<file path="config.mk">
export PLATFORM = sky130hd
export DESIGN_NAME = lcf_ctrl
export DESIGN_NICKNAME = d
export VERILOG_FILES = /design/src/design/lcf_pkg.sv /design/src/design/lcf_ctrl.sv
export SDC_FILE = /design/constraint.sdc
export NUM_CORES = 1
export LEC_CHECK = 0
export ABC_CLOCK_PERIOD_IN_PS = 2660
export BUFFER_PORTS_ARGS = -buffer_cell sky130_fd_sc_hd__buf_2
export CORE_MARGIN = 5
export CORE_UTILIZATION = 45
export DETAILED_ROUTE_END_ITERATION = 12
export PLACE_DENSITY_LB_ADDON = 0.3
export REMOVE_ABC_BUFFERS = 1
export SLEW_MARGIN = 20
export SYNTH_ARGS = -nofsm -noshare
export SYNTH_HDL_FRONTEND = slang
export SYNTH_SLANG_ARGS = --single-unit
export TNS_END_PERCENT = 100
</file>
<file path="constraint.sdc">
create_clock -name clk -period 2.66 [get_ports clk]
set_input_delay 0.133 -clock clk [delete_from_list [all_inputs] [get_ports clk]]
set_output_delay 0.133 -clock clk [all_outputs]
set_load 0.02 [all_outputs]
</file>
<file path="src/design/lcf_pkg.sv">
// Shared types and constants of the linear convolution FIR unit.
// No dependencies; imported by every module of the unit.
package lcf_pkg;

  localparam int TAP_COUNT_W      = 7;
  localparam int TAP_INDEX_W      = 6;
  localparam int OUT_WIDTH        = 38;
  localparam int DEF_MAX_TAPS     = 64;
  localparam int DEF_SAMPLE_WIDTH = 16;

  typedef enum logic [1:0] {
    ST_IDLE = 2'b01,
    ST_BUSY = 2'b10
  } lcf_state_t;

  // Strobes broadcast from the controller to the cell chain.
  typedef struct packed {
    logic load;
    logic shift;
    logic clear;
  } lcf_ctrl_t;

endpackage

</file>
<file path="src/design/lcf_ctrl.sv">
// Sequencer of the convolution unit: item intake, sweep timing, tail flush
// and the result beat. Depends on lcf_pkg.
module lcf_ctrl import lcf_pkg::*; #(
  parameter int MAX_TAPS = DEF_MAX_TAPS,
  localparam int TAP_W   = $clog2(MAX_TAPS + 1)
) (
  input  logic             clk,
  input  logic             rst,
  input  logic             item_valid,
  input  logic             mode,
  input  logic             is_last,
  input  logic [TAP_W-1:0] taps,
  input  logic             result_stall,
  output logic             item_stall,
  output logic             result_valid,
  output logic             out_last,
  output logic             capture,
  output lcf_ctrl_t        ctrl
);

  // Product register plus one partial-sum register per cell.
  localparam int SWEEP = MAX_TAPS + 1;
  localparam int CNT_W = $clog2(SWEEP + 1);

  lcf_state_t       state, state_next;
  logic [CNT_W-1:0] cnt, cnt_next;
  logic [TAP_W-1:0] flush_left, flush_left_next;
  logic             block_last, block_last_next;
  logic             accept;
  logic             sample_acc;
  logic             out_free;
  logic             more;

  assign accept     = item_valid && (state == ST_IDLE);
  assign sample_acc = accept && mode;
  assign out_free   = !result_valid || !result_stall;
  assign more       = (flush_left != '0);
  assign capture    = (state == ST_BUSY) && (cnt == CNT_W'(SWEEP)) && out_free;
  assign item_stall = (state != ST_IDLE);

  assign ctrl.load  = accept && !mode;
  assign ctrl.shift = sample_acc || (capture && more);
  assign ctrl.clear = capture && !more && block_last;

  always_comb begin
    state_next      = state;
    cnt_next        = cnt;
    flush_left_next = flush_left;
    block_last_next = block_last;
    case (state)
      ST_IDLE: begin
        if (sample_acc) begin
          state_next      = ST_BUSY;
          cnt_next        = '0;
          block_last_next = is_last;
          flush_left_next = is_last ? (taps - TAP_W'(1)) : '0;
        end
      end
      ST_BUSY: begin
        if (capture) begin
          if (more) begin
            // shift in the next tail zero and sweep again
            flush_left_next = flush_left - TAP_W'(1);
            cnt_next        = '0;
          end else begin
            state_next = ST_IDLE;
          end
        end else if (cnt != CNT_W'(SWEEP)) begin
          cnt_next = cnt + CNT_W'(1);
        end
      end
      default: begin
        state_next = ST_IDLE;
      end
    endcase
  end

  always_ff @(posedge clk) begin
    if (rst) begin
      state        <= ST_IDLE;
      cnt          <= '0;
      flush_left   <= '0;
      block_last   <= 1'b0;
      result_valid <= 1'b0;
      out_last     <= 1'b0;
    end else begin
      state      <= state_next;
      cnt        <= cnt_next;
      flush_left <= flush_left_next;
      block_last <= block_last_next;
      if (capture) begin
        result_valid <= 1'b1;
        out_last     <= block_last && !more;
      end else if (!result_stall) begin
        result_valid <= 1'b0;
      end
    end
  end

endmodule

</file>
==> results.cfg, run 1 <==
[clock_tree]
cts_max_level = 1
clk_latency_ps = 300
hold_buffers = 0
ctsResizeCount = 0
cts-root-buf = clkbuf_4
cts_tree = yes
clk_pin_slew_ps = 120
cts_setup_buffers = 0
cts_buffer_depth = 2
clock-sinks = 19
cts_made_buffers = 3

[critical_path]
arrival_ps = 1970
start_kind = flip-flop
cpMaxStageDelayCell = dfxtp_1
crit_path_cell_trace = inv_1 > ha_1 > nor2b_1 > and2_1 > o21a_1 > clkinv_4 > buf_2
timing.reg2reg.setup_slack_ps = 850
crit_type = flip-flop to output pin
endpoint_kind = output pin
cp_max_fo = 9
cp_slowest_stage_delay_ps = 340
crit_buf_inv = 3
cp.required_ps = 2530
cp_top_family = buffers and inverters

[floorplanning]
num_rows = 18
ios = 20
fp.dieH_um = 61.6
start_util_pct = 47.5
chipWidth_um = 61.6
fp.dieArea_sq_um = 3800
core_area_sq_um = 2520

[route]
ant_nets = 0
firstDrtPassIters = 4
route.detailed.wl_per_inst_um = 13.8
drc = 0
first_iter_violations = 27
vias_per_cell = 5.70
drt_wl_total_um = 2620
dr_total_vias = 1083

[finish]
nNetsFinal = 179
mostFrequentLayoutCells = 19 x dfxtp_1, 19 x buf_2, 14 x nand2_1
syn_to_final_growth_pct = 10.4
antennaDiodeCount = 0
drive_above_1_share_pct = 20.0

[synthesis]
ys_ff_latch = 19
synth.distinct_cells = 47
synth_flop_cell = dfxtp_1
ys_seq_area_share_pct = 31.7
yosys_warnings = 0
mappedNetlistArea_sq_um = 1200
synth.avg_cell_area_sq_um = 8.38
async_flop_share_pct = 0
synth_cells = 143
synth_edf_count = 0

[timing]
worstMarginPinSlew_ps = 679
fin_ws_ps = 560
grt_setup_unrepaired = false
setup_violations = 0
relSlewSlack_pct = 54.7
fmax_ghz = 0.476
slew_violations = 0
finalCritPeriodShare_pct = 78.9
fin_crit_ps = 2100
setup_tns_ps = 0
finalClockSkew_ps = 9.02
finalHoldViolCount = 0

[placed_design]
dp_slack_ps = 885
dp_hpwl_um = 2030
portBuffers = 19
place_congestion = 0.837

[power_and_ir_drop]
ir_drop_mv = 0.341
powerDensity_nw_per_um2 = 409
p_leak_nw = 0.554

[outcome]
status = complete, no violations

[run]
max_cap_viol_count = 0

[global_routing]
grt_start_max_net_pins = 20
grt_first_pass_wirelength_um = 4750
grt_overflow = 0
gr-usage-all-layers_pct = 16.5
antenna_found_initial = 0
grt_pass1_vias = 1116

[worst_hold_path]
min_path_type = input port to flip-flop
[sequential cells by signal, indices dropped and copies added (netlist names)]
signal and flops:
out_last 1, result_valid 1, flush_left 7, cnt 7
block_last 1, state 2
[layout make-up]
class	count	area, sq um
Timing Repair Buffer	20	103
Sequential cell	19	380
Multi-Input combinational cell	108	737
Inverter	9	38.8
Clock inverter	1	5.00
Tap cell	30	37.5
Fill cell	251	1200
Clock buffer	3	22.5
[through the flow]
step	hold WS, ps	cells	total power [mW]	util (%)	instance area, sq um
after floorplan	202	136	0.365	-	1160
after global placement	469	186	0.396	51.4	1300
after detailed placement	469	186	0.399	51.4	1300
after CTS	142	190	0.548	52.5	1320
after global routing	154	190	0.576	52.5	1320
final	147	190	0.541	52.5	1320
[logic make-up after synthesis]
| family | synth area share (%) |
|---|---|
| xor+xnor | 3.65 |
| buf+inv | 6.78 |
| compound gates | 21.3 |
| mux | 2.61 |
| fa+ha+maj | 5.22 |
| simple gates | 28.7 |
| flops | 31.7 |
[final timing paths]
path              cells after the start            end          start
setup / recovery                      7        ctrl[1]  flush_left[0]
hold / removal                        3   result_valid   result_stall
setup reg to reg                      8  flush_left[0]  flush_left[0]
hold reg to reg                       2  flush_left[0]  flush_left[0]
[layer usage]
layer	up-vias	track usage [%]	part of all wire (%)
met2	16	27.5	49
met1	509	21.6	47
li1	556	-	-
met3	2	2.31	3.5
met4	0	5.76	0.72
met5	-	0	0
[cell usage after synthesis (2+ instances only)]
master	instances	area, sq um
inv_1	8	30.0
buf_4	2	15.0
a311oi_1	4	35.0
xnor2_1	5	43.8
nand3_1	4	20.0
nand2_1	14	52.6
mux2i_1	2	20.0
clkbuf_1	3	11.3
dfxtp_1	19	380
nand4_1	2	12.5
o21ai_1	2	10.0
nor3_1	5	25.0
ha_1	5	62.6
nor2b_1	4	25.0
a21oi_1	8	40.0
nor3b_1	4	30.0
a31oi_1	4	25.0
or3_1	2	12.5
nand3b_1	2	15.0
o22ai_1	2	12.5
nor2_1	10	37.5
nand2b_1	2	12.5
o21ai_0	5	25.0
and2_1	2	12.5
[power breakdown]
part	leakage (nW)	internal, mW	switching [mW]
Clock	0.0177	0.0560	0.0925
Sequential	0.154	0.291	0.00654
Combinational	0.382	0.0407	0.0545
Total	0.554	0.388	0.154
[worst register-to-register path, cell delays in order (launching register included)]
cell      delay, ps
dfxtp_1         340
inv_1           140
ha_1            170
nor2b_1         210
and2_1          160
o21a_1          330
clkinv_4        130
nand4_1         110
a31oi_1          90
(Power assumes the default switching activity.)
==> run 2: changes to the inputs <==
--- a/config.mk
+++ b/config.mk
@@ -5,7 +5,8 @@
 export SDC_FILE = /design/constraint.sdc
 export NUM_CORES = 1
 export LEC_CHECK = 0
-export ABC_CLOCK_PERIOD_IN_PS = 2660
+export ABC_AREA = 1
+export ABC_CLOCK_PERIOD_IN_PS = 2120
 export BUFFER_PORTS_ARGS = -buffer_cell sky130_fd_sc_hd__buf_2
 export CORE_MARGIN = 5
 export CORE_UTILIZATION = 45
==> constraint.sdc (replaced) <==
create_clock -name clk -period 2.12 [get_ports clk]
set_input_delay 0.106 -clock clk [delete_from_list [all_inputs] [get_ports clk]]
set_output_delay 0.106 -clock clk [all_outputs]
set_load 0.02 [all_outputs]
==> run 2 against run 1 <==
Against the previous run: setup slack got worse by 280 ps; wire length is 2.1% higher; first-iteration DRC count rose to 3.0 times the previous value; area after synthesis rose by 5.8%; critical path depth up 2; sequential power up 50%; clock skew down 7.7 ps; critical endpoint unchanged; largest cell class unchanged; largest power group is now combinational logic.
==> results.cfg, run 2 <==
[outcome]
status = complete, no violations

[timing]
fin_ws_ps = 280
setup_violations = 0
slew_violations = 0
finalCritPeriodShare_pct = 86.8
setup_tns_ps = 0
fmax_ghz = 0.544
fin_hold_ws_ps = 53.9
finalHoldViolCount = 0
relSlewSlack_pct = 74.7
worstMarginPinSlew_ps = 377
finalClockSkew_ps = 1.32
fin_crit_ps = 1840
grt_setup_unrepaired = false

[finish]
ff_latch_area_sq_um = 380
antennaDiodeCount = 0
drive_above_1_share_pct = 16.2
fin_util_pct = 52.8
syn_to_final_growth_pct = 13.7
nNetsFinal = 248
multi_input_area_sq_um = 737
layout_commonest_cell = nand2_1
instances_no_fill = 260
mostFrequentLayoutCells = 50 x nand2_1, 32 x inv_1, 30 x nor2_1
reg_top3 = cnt: 7 flops, flush_left: 7 flops, state: 2 flops
fin_area_sq_um = 1440
n_fill_cell = 273

[floorplanning]
num_rows = 19
chipWidth_um = 63.1
core_area_sq_um = 2730
fp.dieArea_sq_um = 3980
fp.dieH_um = 63.1
start_util_pct = 46.4
ios = 20

[synthesis]
synth.avg_cell_area_sq_um = 6.22
synth.most_common_cell = nand2_1
ys_seq_area_share_pct = 30.0
ys_top_cells_by_count = 50 x nand2_1, 32 x inv_1, 30 x nor2_1
synth_top_area_cell = dfxtp_1
mappedNetlistArea_sq_um = 1270
ys_top_cells_by_area = dfxtp_1 30%, nand2_1 15%, inv_1 9.5%
ys_ff_latch = 19
async_flop_share_pct = 0
synth_top_area_share_pct = 30.0
synth_edf_count = 0
yosys_warnings = 0
synth_flop_cell = dfxtp_1
synth.distinct_cells = 26
synth_cells = 204

[critical_path]
cp_max_fo = 9
cp_slowest_stage_delay_ps = 390
arrival_ps = 1730
crit_path_cell_trace = inv_1 > ha_1 > nand2_1 > nor2_4 > nand3_2 > inv_2 > a21oi_4 > inv_1 > buf_2
start_kind = flip-flop
cpMaxStageDelayCell = dfxtp_1
path_common_cell = inv_1
cp.required_ps = 2010
timing.reg2reg.setup_slack_ps = 490
crit_type = flip-flop to output pin
endpoint_kind = output pin

[placed_design]
dp_slack_ps = 514
dp.cells = 252
portBuffers = 19
place_congestion = 0.836
dp_hpwl_um = 2030
placed_area_sq_um = 1390

[route]
ant_nets = 0
dr_total_vias = 1222
first_iter_violations = 80
route.detailed.wl_per_inst_um = 10.3
firstDrtPassIters = 4
drt_wl_total_um = 2680
drc = 0
vias_per_cell = 4.70

[clock_tree]
cts_buffer_depth = 2
clk_pin_slew_ps = 110
cts_made_buffers = 3
cts-root-buf = clkbuf_4
clk_latency_ps = 300
hold_buffers = 0
cts_max_level = 1
cts_setup_buffers = 0
clock-sinks = 19
cts_tree = yes
ctsResizeCount = 0

[global_routing]
grt_start_max_net_pins = 16
grt_pass1_vias = 1077
grt_overflow = 0
antenna_found_initial = 0
grt_first_pass_wirelength_um = 4710
gr-usage-all-layers_pct = 14.1

[power_and_ir_drop]
powerDensity_nw_per_um2 = 764
ir_drop_mv = 0.670
p_leak_nw = 0.768
power_mw = 1.10

[worst_hold_path]
min_path_type = input port to flip-flop

[run]
max_cap_viol_count = 0
run 2: changes by cell type after synthesis, sizes merged, moves of 5 or more:
cell / before / now
nor2: 10 / 32
nand3: 4 / 17
a21oi: 8 / 13
inv: 8 / 34
nand2: 14 / 54
run 2: final cells by class:
type                    instances  area share [%]
clock buffers                   4            1.82
inverters                      36            9.37
multi-input cells             147            51.1
flip-flops and latches         19            26.4
well taps                      31            2.69
repair buffers                 23            8.67
run 2: logic make-up (layout without fill, tap and decap cells):
| family | Yosys count | count (layout) | share of synthesized area [%] |
|---|---|---|---|
| compound gates | 26 | 26 | 11.5 |
| xor+xnor | 6 | 6 | 4.14 |
| fa+ha+maj | 5 | 5 | 4.93 |
| buf+inv | 38 | 63 | 11.9 |
| flops | 19 | 19 | 30.0 |
| simple gates | 110 | 110 | 37.5 |
run 2: final timing paths:
kind               from  cells past startpoint       endpoint
max              cnt[1]                      9        ctrl[1]
min             is_last                      3     block_last
max reg2reg      cnt[1]                     11  flush_left[3]
min reg2reg  block_last                      2     block_last
run 2: report_power, final:
part           internal (mW)  switching (mW)
Sequential             0.407          0.0383
Clock                 0.0734           0.116
Combinational          0.165           0.304
run 2: worst max-delay path, delay by kind of cell, from the launching register on:
family / cells / cell delay [ps]
AOI/OAI and AO/OA: 1 / 270
adders and majority gates: 1 / 190
buffers and inverters: 4 / 350
DFF: 1 / 390
and+or+nand+nor: 3 / 240
run 2: metal layers:
metal | wire (um) | GRT usage, % | up-vias
met5 | 0 | 0 | -
met4 | 18 | 3.18 | 0
met3 | 141 | 3.91 | 2
met2 | 1060 | 19.9 | 17
met1 | 1460 | 21.1 | 518
li1 | - | - | 685
