## src/design/lcf_pkg.sv

```systemverilog
// Shared types and constants of the linear convolution FIR unit.
// No dependencies; imported by every module of the unit.
package lcf_pkg;

  localparam int TAP_COUNT_W      = 7;
  localparam int TAP_INDEX_W      = 6;
  localparam int OUT_WIDTH        = 38;
  localparam int DEF_MAX_TAPS     = 64;
  localparam int DEF_SAMPLE_WIDTH = 16;

  typedef enum logic [1:0] {
    ST_IDLE = 2'b01,
    ST_BUSY = 2'b10
  } lcf_state_t;

  // Strobes broadcast from the controller to the cell chain.
  typedef struct packed {
    logic load;
    logic shift;
    logic clear;
  } lcf_ctrl_t;

endpackage

```

## src/design/lcf_cell.sv

```systemverilog
// One tap cell: history sample, coefficient, registered product and the
// partial sum handed to the next cell. Depends on lcf_pkg.
module lcf_cell import lcf_pkg::*; #(
  parameter int SAMPLE_WIDTH = DEF_SAMPLE_WIDTH
) (
  input  logic                           clk,
  input  logic                           rst,
  input  lcf_ctrl_t                      ctrl,
  input  logic                           load,
  input  logic                           active,
  input  logic signed [SAMPLE_WIDTH-1:0] coef_in,
  input  logic signed [SAMPLE_WIDTH-1:0] x_in,
  input  logic signed [OUT_WIDTH-1:0]    psum_in,
  output logic signed [SAMPLE_WIDTH-1:0] x_out,
  output logic signed [OUT_WIDTH-1:0]    psum_out
);

  localparam int PROD_W = 2 * SAMPLE_WIDTH;

  logic signed [SAMPLE_WIDTH-1:0] coef;
  logic signed [SAMPLE_WIDTH-1:0] x;
  logic signed [PROD_W-1:0]       prod_full;
  logic signed [OUT_WIDTH-1:0]    prod_term;
  logic signed [OUT_WIDTH-1:0]    prod;
  logic signed [OUT_WIDTH-1:0]    psum;

  always_ff @(posedge clk) begin
    if (load) begin
      coef <= coef_in;
    end
  end

  always_ff @(posedge clk) begin
    if (rst) begin
      x <= '0;
    end else if (ctrl.clear) begin
      x <= '0;
    end else if (ctrl.shift) begin
      x <= x_in;
    end
  end

  assign prod_full = coef * x;

  // Products wrap or sign-extend to the output width; sums wrap to it as well.
  generate
    if (PROD_W >= OUT_WIDTH) begin : g_wrap
      assign prod_term = prod_full[OUT_WIDTH-1:0];
    end else begin : g_ext
      assign prod_term = {{(OUT_WIDTH-PROD_W){prod_full[PROD_W-1]}}, prod_full};
    end
  endgenerate

  always_ff @(posedge clk) begin
    prod <= prod_term;
    psum <= psum_in + (active ? prod : '0);
  end

  assign x_out    = x;
  assign psum_out = psum;

endmodule

```

## config.mk

```make
export PLATFORM = sky130hd
export DESIGN_NAME = lcf_cell
export DESIGN_NICKNAME = d
export VERILOG_FILES = /design/src/design/lcf_pkg.sv /design/src/design/lcf_cell.sv
export SDC_FILE = /design/constraint.sdc
export NUM_CORES = 1
export LEC_CHECK = 0
export BUFFER_PORTS_ARGS = -buffer_cell sky130_fd_sc_hd__buf_2
export CAP_MARGIN = 20
export CORE_UTILIZATION = 40
export DETAILED_ROUTE_END_ITERATION = 8
export PLACE_DENSITY = 0.58
export SETUP_SLACK_MARGIN = 0.3
export SLEW_MARGIN = 20
export SYNTH_ARGS = -nofsm -noshare
export SYNTH_HDL_FRONTEND = slang
export SYNTH_SLANG_ARGS = --single-unit
```

## constraint.sdc

```tcl
create_clock -name clk -period 8 [get_ports clk]
set_input_delay 2 -clock clk [delete_from_list [all_inputs] [get_ports clk]]
set_output_delay 2 -clock clk [all_outputs]
set_load 0.02 [all_outputs]
```

==> results of run 1 <==
==> worst max-delay path by stage <==
stage                          end  slack [ns]
final                     prod[31]        1.45
after global routing      prod[26]        1.09
after CTS                 prod[26]        1.45
after detailed placement  prod[26]        1.46
after global placement    prod[26]        1.47
after floorplan           prod[31]        2.06
==> routing by layer <==
metal / wire length [um] / track usage [%]
met3: 1490 / 2.78
met2: 15100 / 32.0
met4: 445 / 4.48
met1: 15900 / 26.9
met5: 0 / 0
==> sequential cells by signal, summed over array words and instances, names as in the netlist <==
name	count
psum_out	38
prod	32
coef	16
x_out	16
==> through the flow <==
stage                     hold slack, ns  cell area, um^2
after global routing               0.632            15900
after CTS                          0.598            15900
after detailed placement           0.581            15500
after floorplan                    0.517            14500
after global placement             0.542            15500
final                              0.585            15900
==> report_power, final <==
group / leakage [uW] / internal, uW / total, uW / switching (uW)
Sequential: 0.000875 / 674 / 751 / 77.4
Combinational: 0.00698 / 527 / 1270 / 742
Clock: 0.000147 / 253 / 463 / 210
==> cells in the mapped netlist, drive strengths merged (3+ instances only) <==
| master | number | area share, % |
|---|---|---|
| inv | 300 | 7.8 |
| fa | 263 | 36 |
| and2 | 158 | 6.8 |
| nand2 | 153 | 4.0 |
| ha | 119 | 10 |
| dfxtp | 86 | 12 |
| nor2 | 62 | 1.6 |
| a21oi | 61 | 2.3 |
| xnor2 | 47 | 2.8 |
| clkbuf | 44 | 1.2 |
| o21ai | 34 | 1.2 |
| nor3 | 21 | 0.76 |
| xor2 | 18 | 1.1 |
| a21o | 17 | 0.88 |
| mux2i | 17 | 1.2 |
| edfxtp | 16 | 3.3 |
| nand3 | 15 | 0.52 |
| o21bai | 15 | 0.78 |
| nand2b | 9 | 0.39 |
| a211oi | 8 | 0.45 |
| o21a | 8 | 0.42 |
| nor2b | 6 | 0.26 |
| a31oi | 5 | 0.22 |
| nand4 | 5 | 0.22 |
| or2 | 5 | 0.22 |
| a2111oi | 3 | 0.32 |
| a21boi | 3 | 0.16 |
| and3 | 3 | 0.13 |
| buf | 3 | 0.14 |
| nor4 | 3 | 0.17 |
| o31ai | 3 | 0.19 |
==> critical path: stages, from the launching register on <==
cell      delay [ns]
edfxtp_1        0.91
nand2_1         0.18
fa_1            0.56
inv_1           0.05
fa_1            0.49
inv_1           0.06
fa_1            0.52
inv_1           0.05
fa_1            0.45
fa_1            0.49
inv_1           0.05
fa_1            0.50
inv_1           0.05
ha_1            0.37
a21oi_1         0.15
o21ai_0         0.15
a311oi_1        0.49
a211oi_2        0.16
o21ai_2         0.24
o21ai_1         0.16
and4_1          0.23
nor3_1          0.16
==> cell families (layout without fill, tap and decap cells) <==
logic type | after synthesis | after routing | share of synthesized area, %
mux | 18 | 18 | 1.25
compound gates | 177 | 177 | 8.30
xor+xnor | 65 | 65 | 3.93
buf+inv | 347 | 450 | 9.07
simple gates | 448 | 448 | 15.5
flops | 102 | 102 | 15.2
fa+ha+maj | 382 | 382 | 46.7
==> cell type report <==
cell class                 instances  area, um^2  share of cell area [%]
clock buffer                      10         239                    1.51
clock inverter                     6        70.1                   0.442
inverter                         300        1130                    7.10
multi-input combinational       1090       11000                    69.1
sequential                       102        2200                    13.9
tap                              461         577                    3.64
timing repair buffer             134         683                    4.31
==> run_results.csv, run 1 <==
group,metric,value,unit
outcome,status,"complete, no violations",
grt,grt_pass1_wl,55.9,mm
synthesis,syn_area_per_cell,9.40,um^2
synthesis,synthCells,1539,
place,dpl.hpwl,26.6,mm
timing,slew_headroom,37.3,%
cts,cts_setup_buffers,0,
cts,path_clk_slew,0.07,ns
power,leakagePower,0.00801,uW
place,pre_cts_ws,1.46,ns
worst_hold_path,hold_depth,2,
synthesis,syn_area,14500,um^2
synthesis,syn_nets,1998,
die,die_area,36900,um^2
critical_path,rrSetupSlack,1.45,ns
synthesis,synthArstFlopShare,0,%
cells_and_area,antennaDiodeCount,0,
die,pin_count,131,
synthesis,ys_seq_elements,102,
critical_path,critPathCaptureType,"flip-flop",
timing,clock.fmax,0.153,GHz
die,initial_core_util,40.7,%
route,drtIter0Drc,429,
timing,worst_pin_slew,0.940,ns
synthesis,synth_seq_area_share,15.2,%
cells_and_area,layoutNonFillerInstCount,2103,
route,drt_pre_antenna_iters,5,
route,post_drt_wl_per_cell,15.7,um
cts,cts_resized,0,
die,core,35600,um^2
route,vias,10400,
timing,setup_ws,1.45,ns
cts,cts-root-buf,"clkbuf_16",
grt,overflow,0,
cts,cts_num_sinks,102,
die,placementRows,69,
worst_hold_path,holdPathEnd,"psum_out[0]",
cts,clk_path_buf_depth,2,
cts,tritoncts,"built",
power,ir_drop,0.000205,V
timing,setup_tns,0,ns
cells_and_area,drive_above_1_share,10.4,%
cells_and_area,layout_commonest_cell,"inv_1",
flow_run,maxCapViolCount,0,
power,report.power.total,2480,uW
critical_path,cp_max_fo,16,
cells_and_area,n_fill_cell,3516,
cells_and_area,syn_to_final_growth,9.56,%
cells_and_area,final_cell_mix,"300 x inv_1, 263 x fa_1, 158 x and2_1",
critical_path,crit_arrival,6.85,ns
synthesis,synth.distinct_cells,68,
timing,finalCritPeriodShare,81.9,%
cells_and_area,final_nets,2096,
worst_hold_path,worstHoldPathType,"reg2reg",
grt,grt_max_degree,33,
timing,finalSetupViolations,0,
grt,antenna_found_initial,0,
timing,grt_setup_unrepaired,"false",
cts,htree_levels,3,
cts,clkLatencyLatePin,0.37,ns
power,power-per-cell-area,157,nW/um^2
die,die_h,192,um
critical_path,reg2reg_from,"coef[7]",
route,via_per_inst,4.92,
route,ant_nets,0,
synthesis,ys.flop_type,"dfxtp_1",
grt,grt_use_total,19.4,%
critical_path,cp-start-kind,"flip-flop",
timing,period_needed,6.55,ns
timing,final-hold-violation-count,0,
cells_and_area,fin_util,44.6,%
synthesis,synth-edff-count,16,
place,port_buffers,129,
cts,cts_buffers,9,
cts,hold_buffers,0,
critical_path,r2r_cells,21,
grt,first_global_vias,11100,
critical_path,crit_start,"coef[7]",
worst_hold_path,hold_start,"prod[0]",
critical_path,r2r-end,"prod[31]",
die,die_x,192,um
critical_path,worstPathRequired,8.30,ns
route,routed_wl,32.9,mm
critical_path,critical_path_class,"reg2reg",
route,drcViolationCount,0,
place,place_inst,2087,
synthesis,yosysWarningCount,0,
timing,slew_violations,0,
place,gp_congestion,0.829,
timing,fin_skew,0.0110,ns
Note: power is estimated with default switching activity, not from simulation.
==> run 2: changes to the inputs <==
==> constraint.sdc (replaced) <==
create_clock -name clk -period 6.8 [get_ports clk]
set_input_delay 1.7 -clock clk [delete_from_list [all_inputs] [get_ports clk]]
set_output_delay 1.7 -clock clk [all_outputs]
set_load 0.02 [all_outputs]
==> run_results.csv, run 2 (synthesized netlist as in run 1, its figures left out) <==
group,metric,value,unit
outcome,status,"complete, no violations",
worst_hold_path,holdPathEnd,"psum_out[0]",
worst_hold_path,hold_start,"prod[0]",
grt,first_global_vias,10900,
cts,htree_levels,3,
grt,antenna_found_initial,0,
cells_and_area,drive_above_1_share,12.6,%
critical_path,crit_path_frequent_cell,"fa_1",
grt,grt_util_met2,31.5,%
critical_path,critPathSlowestCell,"fa_1",
critical_path,crit_start,"coef[5]",
critical_path,reg2reg_from,"coef[5]",
timing,fin_skew,0.0222,ns
route,post_drt_wl_per_cell,15.3,um
place,gp_congestion,0.836,
critical_path,cp-start-kind,"flip-flop",
timing,setup_ws,0.704,ns
route,routed_wl,32.5,mm
place,dpl.hpwl,27.1,mm
cts,clk_path_buf_depth,2,
die,die_h,192,um
grt,overflow,0,
timing,finalSetupViolations,0,
cells_and_area,antennaDiodeCount,0,
grt,busiest_layer,"met2",
cts,cts-root-buf,"clkbuf_16",
timing,setup_tns,0,ns
timing,grt_setup_unrepaired,"false",
cells_and_area,final_nets,2125,
cts,cts_buffers,9,
timing,clock.fmax,0.164,GHz
die,die_area,36900,um^2
critical_path,cp_max_fo,7,
grt,met1_usage,26.7,%
die,initial_core_util,40.7,%
die,placementRows,69,
grt,grt_use_total,19.3,%
worst_hold_path,hold_depth,2,
power,p_seq_share,29.2,%
power,leakagePower,0.00816,uW
route,ant_nets,0,
power,power-per-cell-area,182,nW/um^2
power,ir_drop,0.000232,V
timing,hold_slack,0.567,ns
route,drtIter0Drc,493,
die,pin_count,131,
route,drcViolationCount,0,
timing,slew_violations,0,
cts,cts_num_sinks,102,
critical_path,r2r-end,"prod[26]",
die,core,35600,um^2
route,via_per_inst,4.84,
power,intPower,1690,uW
place,port_buffers,129,
cts,tritoncts,"built",
critical_path,worstPathRequired,7.11,ns
power,power_frac_comb,52.4,%
power,switching_share,42.1,%
cts,hold_buffers,0,
cts,clkLatencyLatePin,0.39,ns
timing,worst_pin_slew,0.651,ns
worst_hold_path,worstHoldPathType,"reg2reg",
critical_path,critical-path-max-stage-delay,0.54,ns
grt,grt_pass1_wl,55.2,mm
timing,final-hold-violation-count,0,
timing,period_needed,6.10,ns
cells_and_area,syn_to_final_growth,11.1,%
critical_path,critPathCaptureType,"flip-flop",
cts,path_clk_slew,0.08,ns
critical_path,critical_path_class,"reg2reg",
cells_and_area,final_cell_mix,"300 x inv_1, 262 x fa_1, 158 x and2_1",
route,drt_pre_antenna_iters,4,
critical_path,crit_arrival,6.41,ns
place,pre_cts_ws,0.343,ns
flow_run,maxCapViolCount,0,
timing,slew_headroom,56.1,%
grt,grt_max_degree,33,
die,die_x,192,um
grt,met3_usage,3.00,%
critical_path,crit_chain,"buf_4, and2_1, fa_1, inv_1, fa_1, inv_1, fa_1, fa_1, fa_1, inv_1, fa_1, inv_1, ha_1, nand3_1, nor2_1, o21ai_0, a31oi_1, buf_4, a21oi_2, o21bai_1, a21o_1, xor2_1",
cells_and_area,largest_reg_flops,38,
cells_and_area,layout_commonest_cell,"inv_1",
power,clkPwrFrac,18.4,%
power,p_switching,1230,uW
route,vias,10300,
timing,finalCritPeriodShare,89.6,%
critical_path,r2r_cells,22,
critical_path,rrSetupSlack,0.70,ns
## run 2: changes by cell type in the layout (fill, tap and decap cells not counted), moves of 2 or more
cell / before / now
buf_4: 5 / 34
dfxtp_1: 86 / 78
dfxtp_2: 0 / 8
clkinvlp_4: 2 / 0
inv_8: 1 / 3
## run 2: critical path: cells and delay by family (launching register included)
family / cells / cell delay (ns)
XOR/XNOR: 1 / 0.16
buffers and inverters: 6 / 0.61
flip-flops: 1 / 0.52
adder cells (fa/ha/maj): 7 / 3.46
AO/OA/AOI/OAI: 5 / 0.76
AND/OR/NAND/NOR: 3 / 0.53
## run 2: layout make-up
class	count	area, um^2
clock inverters	6	57.6
flip-flops and latches	102	2210
inverters	300	1130
well taps	461	577
fillers	3478	19500
repair buffers	163	901
multi-input cells	1090	11000
clock buffers	10	239
## run 2: how the worst max path moves through the flow
stage / cells after the start / slack [ns] / to
after floorplan: 23 / 0.86 / prod[31]
after global placement: 21 / 0.41 / prod[31]
after detailed placement: 19 / 0.34 / prod[31]
after CTS: 19 / 0.34 / prod[31]
after global routing: 22 / 0.31 / prod[22]
final: 22 / 0.70 / prod[26]
## run 2: power by group through the flow
stage	Clock (uW)	Combinational [uW]	Sequential [uW]
floorplan	0	1020	974
global placement	0	1500	876
detailed placement	0	1520	880
CTS	570	1530	866
global route	588	1750	877
finish	540	1540	854
## run 2: metrics by stage
| stage | std cells | total power, uW | util, % | cell area (um^2) |
|---|---|---|---|---|
| after CTS | 2121 | 2960 | 44.9 | 16000 |
| after global routing | 2132 | 3220 | 45.2 | 16100 |
| final | 2132 | 2930 | 45.2 | 16100 |
| after global placement | 2105 | 2370 | 44.1 | 15700 |
| after floorplan | 1539 | 2000 | - | 14500 |
| after detailed placement | 2105 | 2400 | 44.1 | 15700 |
## run 2: repair_timing
item,CTS,global route
resized for setup,0,12
setup endpoints to repair,0,8
buffers inserted,0,11
endpoints found under the hold margin,0,0
## run 2: metal layers
metal  wire [um]  vias to the layer above  part of all wire (%)
met3        1480                       19                   4.6
met1       15800                     5049                    48
li1            -                     5021                     -
met4         336                        0                   1.0
met2       14900                      221                    46
met5           0                        -                     0
